## src/hdl/dap_pkg.sv

```systemverilog
// Shared constants, types and arithmetic helpers of the dihedral angle pipeline.
`timescale 1ns / 1ps

package dap_pkg;

    localparam int COORD_WIDTH_DEF = 24;
    localparam int ANGLE_FRAC_DEF  = 13;

    // Angle accumulator: 24 fraction bits, pi fits well inside 28 signed bits.
    localparam int Z_FRAC       = 24;
    localparam int Z_W          = 28;
    localparam int CORDIC_STEPS = 24;

    // CORDIC x/y width: inputs below 2^30, the gain and the rotation stay below 2^32.
    localparam int XY_W = 34;

    // Shrink targets for the bond vectors and for the normals.
    localparam int SHRINK_HI = 30;
    localparam int SHRINK_LO = 20;
    localparam int SB_W      = SHRINK_HI + 1;
    localparam int SR_W      = SHRINK_LO + 1;

    // Normalized CORDIC input magnitude lies in [2^29, 2^30).
    localparam int NORM_BITS = 30;

    // Integer square root of |b2'|^2, which stays below 2^42.
    localparam int SQ_W       = 43;
    localparam int ROOT_STEPS = 21;

    localparam logic signed [Z_W-1:0] HALF_PI_Z = Z_W'(26353589);
    localparam int PI_Z_INT = 52707179;

    typedef logic signed [63:0] vec3_t [0:2];

    function automatic logic [63:0] mag64(input logic signed [63:0] v);
        mag64 = v[63] ? 64'(-v) : 64'(v);
    endfunction

    // Number of significant bits of an unsigned word.
    function automatic logic [6:0] blen64(input logic [63:0] m);
        logic [6:0] n;
        n = '0;
        for (int i = 0; i < 64; i++) begin
            if (m[i]) n = 7'(i + 1);
        end
        return n;
    endfunction

    // Scales a vector by a power of two so that its largest magnitude has at
    // most k bits; each component truncates toward zero.
    function automatic vec3_t shrink3(input vec3_t v, input int k);
        vec3_t       r;
        logic [63:0] m;
        logic [63:0] a;
        logic [6:0]  bl;
        logic [6:0]  s;
        m = '0;
        for (int i = 0; i < 3; i++) begin
            if (mag64(v[i]) > m) m = mag64(v[i]);
        end
        bl = blen64(m);
        s  = (int'(bl) > k) ? 7'(int'(bl) - k) : '0;
        for (int i = 0; i < 3; i++) begin
            a    = mag64(v[i]) >> s;
            r[i] = v[i][63] ? -$signed(a) : $signed(a);
        end
        return r;
    endfunction

    // atan(2^-i) with 24 fraction bits, rounded to nearest.
    function automatic logic signed [Z_W-1:0] atan_step(input int i);
        logic signed [Z_W-1:0] r;
        case (i)
            0:       r = Z_W'(13176795);
            1:       r = Z_W'(7778716);
            2:       r = Z_W'(4110060);
            3:       r = Z_W'(2086331);
            4:       r = Z_W'(1047214);
            5:       r = Z_W'(524117);
            6:       r = Z_W'(262123);
            7:       r = Z_W'(131069);
            default: r = Z_W'(1 << (Z_FRAC - i));
        endcase
        return r;
    endfunction

    // Largest output code: pi rounded to f fraction bits.
    function automatic int angle_lim(input int f);
        int sh;
        sh = Z_FRAC - f;
        return (PI_Z_INT + (1 << (sh - 1))) >>> sh;
    endfunction

endpackage

```

## src/hdl/dap_isqrt.sv

```systemverilog
// Pipelined integer square root, one result bit per stage, with a sideband payload.
`timescale 1ns / 1ps

module dap_isqrt #(
    parameter int SIDE_W = 1,
    parameter int N_W    = dap_pkg::SQ_W,
    parameter int STEPS  = dap_pkg::ROOT_STEPS
) (
    input  logic              clk,
    input  logic              rst_n,
    input  logic              en,
    input  logic              in_valid,
    input  logic [N_W-1:0]    n_in,
    input  logic [SIDE_W-1:0] side_in,
    output logic              out_valid,
    output logic [N_W-1:0]    root,
    output logic [SIDE_W-1:0] side_out
);

    logic [N_W-1:0]    n_reg    [1:STEPS-1];
    logic [N_W-1:0]    r_reg    [1:STEPS];
    logic [SIDE_W-1:0] side_reg [1:STEPS];
    logic              v_reg    [1:STEPS];

    for (genvar i = 0; i < STEPS; i++) begin : g_step
        localparam logic [N_W-1:0] BIT = N_W'(1) << (2 * (STEPS - 1 - i));

        logic [N_W-1:0]    n_cur;
        logic [N_W-1:0]    r_cur;
        logic [SIDE_W-1:0] s_cur;
        logic              v_cur;
        logic [N_W-1:0]    trial;
        logic              take;

        if (i == 0) begin : g_first
            assign n_cur = n_in;
            assign r_cur = '0;
            assign s_cur = side_in;
            assign v_cur = in_valid;
        end else begin : g_next
            assign n_cur = n_reg[i];
            assign r_cur = r_reg[i];
            assign s_cur = side_reg[i];
            assign v_cur = v_reg[i];
        end

        assign trial = r_cur + BIT;
        assign take  = (n_cur >= trial);

        always_ff @(posedge clk)
        begin
            if (en)
            begin
                r_reg[i+1]    <= take ? (r_cur >> 1) + BIT : r_cur >> 1;
                side_reg[i+1] <= s_cur;
            end
        end

        if (i < STEPS - 1) begin : g_rem
            always_ff @(posedge clk)
            begin
                if (en)
                begin
                    n_reg[i+1] <= take ? n_cur - trial : n_cur;
                end
            end
        end

        always_ff @(posedge clk or negedge rst_n)
        begin
            if (!rst_n)
            begin
                v_reg[i+1] <= 1'b0;
            end
            else if (en)
            begin
                v_reg[i+1] <= v_cur;
            end
        end
    end

    assign out_valid = v_reg[STEPS];
    assign root      = r_reg[STEPS];
    assign side_out  = side_reg[STEPS];

endmodule

```

## config.mk

```make
export PLATFORM = sky130hd
export DESIGN_NAME = dap_isqrt
export DESIGN_NICKNAME = d
export VERILOG_FILES = /design/src/hdl/dap_pkg.sv /design/src/hdl/dap_isqrt.sv
export SDC_FILE = /design/constraint.sdc
export NUM_CORES = 2
export LEC_CHECK = 0
export BUFFER_PORTS_ARGS = -buffer_cell sky130_fd_sc_hd__buf_2
export CORE_ASPECT_RATIO = 0.8
export CORE_MARGIN = 4
export CORE_UTILIZATION = 30
export DETAILED_ROUTE_END_ITERATION = 7
export PLACE_DENSITY = 0.55
export SLEW_MARGIN = 20
export SYNTH_ARGS = -nofsm -noshare
export SYNTH_HDL_FRONTEND = slang
export SYNTH_SLANG_ARGS = --single-unit
```

## constraint.sdc

```tcl
create_clock -name clk -period 3.8 [get_ports clk]
set_input_delay 0.38 -clock clk [delete_from_list [all_inputs] [get_ports clk]]
set_output_delay 0.38 -clock clk [all_outputs]
set_load 0.01 [all_outputs]
```

# == Word-level counts from Yosys, hierarchy flattened ==
# Memory sizes are Yosys's and may differ from the RTL's.
# Index checks and enable logic that the tools add are counted.
# totals
register_bits,21
mem_bits_rw,1784
in_bits,48
wordCells,148
n_memories,3
# mem_list
memory,words,word_bits,rd,rd_ports_with_merged_regs,wr,line,rtl
r_reg,21,43,21,0,21,dap_isqrt.sv:21,logic [N_W-1:0] r_reg [1:STEPS];
n_reg,20,43,20,0,20,dap_isqrt.sv:20,logic [N_W-1:0] n_reg [1:STEPS-1];
side_reg,21,1,21,0,21,dap_isqrt.sv:22,logic [SIDE_W-1:0] side_reg [1:STEPS];
# op_classes
n_addsub,60
magnitude_cmp,21
n_mux,43
# ops
operator,count
2-to-1 mux 43 bit,40
greater-or-equal comparator 43 bit,20
subtractor 43 bit,19
adder 42 x 1 -> 43 bit (second input constant),1
adder 42 x 11 -> 43 bit (second input constant),1
adder 42 x 13 -> 43 bit (second input constant),1
adder 42 x 15 -> 43 bit (second input constant),1
adder 42 x 17 -> 43 bit (second input constant),1
adder 42 x 19 -> 43 bit (second input constant),1
adder 42 x 21 -> 43 bit (second input constant),1
adder 42 x 23 -> 43 bit (second input constant),1
adder 42 x 25 -> 43 bit (second input constant),1
adder 42 x 27 -> 43 bit (second input constant),1
adder 42 x 29 -> 43 bit (second input constant),1
adder 42 x 3 -> 43 bit (second input constant),1
adder 42 x 31 -> 43 bit (second input constant),1
adder 42 x 33 -> 43 bit (second input constant),1
adder 42 x 35 -> 43 bit (second input constant),1
adder 42 x 37 -> 43 bit (second input constant),1
adder 42 x 39 -> 43 bit (second input constant),1
adder 42 x 5 -> 43 bit (second input constant),1
adder 42 x 7 -> 43 bit (second input constant),1
adder 42 x 9 -> 43 bit (second input constant),1
adder 43 x 1 -> 43 bit (second input constant),1
other kinds (23),24

# == Depth between registers and ports, before layout ==
# An unclocked memory read counts as a cell.
# logic_depth
depth_word,4
ltp_mapped,13

# == Worst setup path before layout ==
# No wires, ideal clock.
# synth_path
path_kind,register to register
start,register n_reg[4][32] (netlist name)
end,register n_reg[4][72] (netlist name)
setup_ns,0.266
arrival_ns,2.929
slack_ns,0.605
stages_incl_launch_ff,11
n_path_buf,1
cell_sequence,edfxtp_1 -> or4_4 -> or4b_4 -> or3_1 -> or4_4 -> nor2_2 -> o21ai_2 -> buf_6 -> nand4_2 -> nor3_1 -> xor2_1

==> out/metrics.yaml <==
detailed_routing:
  firstDrtPassIters: 5
  detail-route-antenna-nets: 0
  drt-vias-per-instance: 4.66
  vias: 31700
  wirelength_mm: 105
  drc: 0
  wire_per_inst_um: 15.4
  first_iter_violations: 1782
grt:
  grt_start_max_net_pins: 185
  grt_use_met3: 0.0201
  grt_first_pass_wirelength_mm: 171
  grt-ovfl-total: 0
  grt_util_all_layers: 0.114
  grt_pass1_vias: 32300
  use_met1: 0.139
  use_met2: 0.200
  grt_antenna_before_repair: 1
  top_usage_layer: "met2"
setup_path:
  critPathLaunch: "n_reg[4][99]$_DFFE_PP_"
  r2r-end: "n_reg[4][166]$_DFFE_PP_"
  reg2reg_slack_ns: 0.20
  r2r_start: "n_reg[4][99]$_DFFE_PP_"
  critPathKind: "flip-flop to flip-flop"
  crit_family: "simple AND/OR/NAND/NOR gates"
  path_buf_inv: 0
  arrival_ns: 4.08
  critPathCapture: "n_reg[4][166]$_DFFE_PP_"
  cp_cell_sequence: "ha_1 > and3_1 > nor2b_1 > a32oi_1 > a21oi_1 > or4_1 > o211ai_1 > nor2b_1 > nand3b_1 > xnor2_1"
  cp_num_cells: 10
  worst_path_largest_cell_delay_ns: 0.56
  critical_path.slowest_cell: "or4_1"
  crit_required_ns: 4.28
  rr_worst_depth: 10
  crit_fanout: 6
  cpMostUsedCell: "nor2b_1"
  cp-end-kind: "flip-flop"
  worst_setup_path_start_kind: "flip-flop"
sta:
  fin_crit_ns: 3.60
  worst_slew_pin_slew_ns: 1.07
  hold_violations: 0
  fin_setup_tns_ns: 0
  rsz0062_at_grt: "no"
  maxSlewViolCount: 0
  fin_worst_skew_ns: 0.0445
  fmax_mhz: 278
  setup_viol: 0
  worst_slew_margin_rel: 0.283
  fin_crit_sh: 0.948
finish:
  multi_input_area_sq_um: 17700
  final.fill_count: 17000
  utilization: 0.349
  largest_reg_flops: 860
  final_nets: 4654
  regArea_sq_um: 33900
  layout-drive-gt1-share: 0.0940
  area_delta_synth_final_pct: 15.0
  diodes: 0
synth:
  synth_top_cell_area_share: 0.628
  synth_ff_type: "edfxtp_1"
  postSynth.asyncResetShare: 0.0185
  syn_area_sq_um: 53200
  yosysWarnings: 0
  synth.avg_cell_area_sq_um: 13.0
  seq_area_frac_synth: 0.638
  yosys.area.top_type: "edfxtp_1"
  synth-seq-cells: 1133
  synth-edff-count: 1112
  synth.distinct_cells: 86
  synth_cells: 4105
  synthTopCellsByArea: "edfxtp_1 (63%), ha_1 (5.9%), xor2_1 (3.1%), xnor2_1 (3.0%), inv_1 (2.2%)"
power_and_ir_drop:
  leakage_nw: 22.9
  powerDensity_nw_per_um2: 546
  ir_drop_v: 0.000409
clock_network:
  clockBufferDepth: 3
  numClockSinks: 1133
  cts_tree: "done"
  cts_made_buffers: 110
  clock_latency_ns: 0.75
  htree_levels: 3
  clk_pin_slew_ns: 0.06
  cts_root_buf: "clkbuf_16"
  post_cts_buffers: 0
die:
  num_io_pins: 93
  die_w_um: 479
  die_y_um: 385
  initial_core_util: 0.304
  dieArea_sq_um: 184000
  core_sq_um: 175000
  row_count: 137
job:
  cap_violations: 0
hold_path:
  hp-class: "input pin to asynchronous set/reset pin"
placement:
  place.gp.congestion: 0.882
  dp_hpwl_mm: 77.1
  portBuffers: 70
status:
  outcome: "finished clean"
[layout make-up]
class,count,share of cell area
clock buffers,128,0.0465
clock inverters,76,0.0154
inverters,316,0.0194
multi-input cells,2590,0.290
flip-flops and latches,1133,0.554
well taps,2363,0.0483
repair buffers,205,0.0261
[what timing repair did]
item                                    in CTS  in global routing
endpoints found under the hold margin       74                  0
hold buffers                                49                  0
endpoints found under the setup margin       0                  6
gates resized for setup                      0                  3
[where the power goes]
part | internal, W | switching, W | total [W]
Sequential | 0.0156 | 0.00102 | 0.0166
Clock | 0.00648 | 0.00480 | 0.0113
Combinational | 0.00240 | 0.00305 | 0.00545
Total | 0.0245 | 0.00887 | 0.0334
[per-layer routing]
| metal | routed length [um] | vias to the layer above |
|---|---|---|
| met5 | 0 | - |
| met4 | 3870 | 0 |
| met3 | 3860 | 218 |
| met2 | 51400 | 555 |
| met1 | 45700 | 15200 |
| li1 | - | 15800 |
[logic make-up after synthesis]
kind of cell | share of synthesized area
simple gates | 0.114
fa+ha+maj | 0.0588
other cells | 0.0000705
xor+xnor | 0.0606
buf+inv | 0.0308
compound gates | 0.0849
flops | 0.638
mux | 0.0128
[worst register-to-register path: cells and delay by family (launching register included)]
kind | cells | cell delay, ns
AOI/OAI and AO/OA | 3 | 0.91
xor gates and xnor gates | 1 | 0.14
adders and majority gates | 1 | 0.40
DFF | 1 | 0.41
and+or+nand+nor | 5 | 1.47
[cell usage after synthesis (9+ instances only)]
cell      instances
nand2_1         206
o211ai_1         10
a31oi_1          18
and3_1           10
o31ai_1          22
a211oi_1         17
nor4_1          140
o21bai_1         20
or4_1            29
nand3b_1         13
nor2b_1          37
inv_1           315
and2_1           15
and4_1            9
clkbuf_1         52
buf_4            22
nand4_1          47
ha_1            250
nor3b_1          11
nor2_1          294
nand4b_1         10
xnor2_1         182
o21ai_0         163
nor3_1          134
mux2_2           55
a21oi_1         233
nand3_1          74
xor2_1          186
a21o_1           93
nor4b_1          20
or3_1            29
a21boi_0         14
dfrtp_1          21
edfxtp_1       1112
or2_2            17
o21a_1           56
nand2b_1         50
[worst min path at each step]
stage / from / to / slack [ns] / cells past startpoint
2_1_floorplan: rst_n / g_step[10].v_cur$_DFFE_PN0P_ / 0.08 / 0
3_3_place_gp: rst_n / g_step[18].v_cur$_DFFE_PN0P_ / 0.35 / 1
3_5_place_dp: rst_n / g_step[18].v_cur$_DFFE_PN0P_ / 0.36 / 1
4_1_cts: rst_n / g_step[18].v_cur$_DFFE_PN0P_ / 0.06 / 2
5_1_grt: rst_n / g_step[19].v_cur$_DFFE_PN0P_ / 0.14 / 2
6_report: rst_n / g_step[18].v_cur$_DFFE_PN0P_ / 0.14 / 2
[layout by cell type (no fill, tap or decap), drive strengths merged, types with 37 or more instances in the layout]
| cell type | instances |
|---|---|
| nand2b | 50 |
| xor2 | 186 |
| clkinv | 51 |
| dlygate4sd3 | 49 |
| ha | 250 |
| a21o | 93 |
| nand3 | 74 |
| nand2 | 206 |
| nor2b | 37 |
| mux2 | 57 |
| xnor2 | 182 |
| o21ai | 166 |
| buf | 156 |
| nand4 | 49 |
| nor2 | 295 |
| edfxtp | 1112 |
| nor3 | 134 |
| o21a | 56 |
| a21oi | 233 |
| inv | 315 |
| clkbuf | 128 |
| nor4 | 141 |
[per-stage QoR]
| step | total power (W) | cells | hold slack (ns) | setup WS (ns) | area, sq um |
|---|---|---|---|---|---|
| floorplan | 0.0205 | 4126 | 0.0844 | 0.605 | 53300 |
| global placement | 0.0222 | 6558 | 0.355 | 0.0411 | 56900 |
| detailed placement | 0.0223 | 6558 | 0.357 | 0.0357 | 56900 |
| CTS | 0.0338 | 6811 | 0.0648 | 0.0175 | 61200 |
| global route | 0.0352 | 6811 | 0.139 | 0.0113 | 61200 |
| finish | 0.0334 | 6811 | 0.138 | 0.199 | 61200 |
Power figures use the tool's default switching activity.
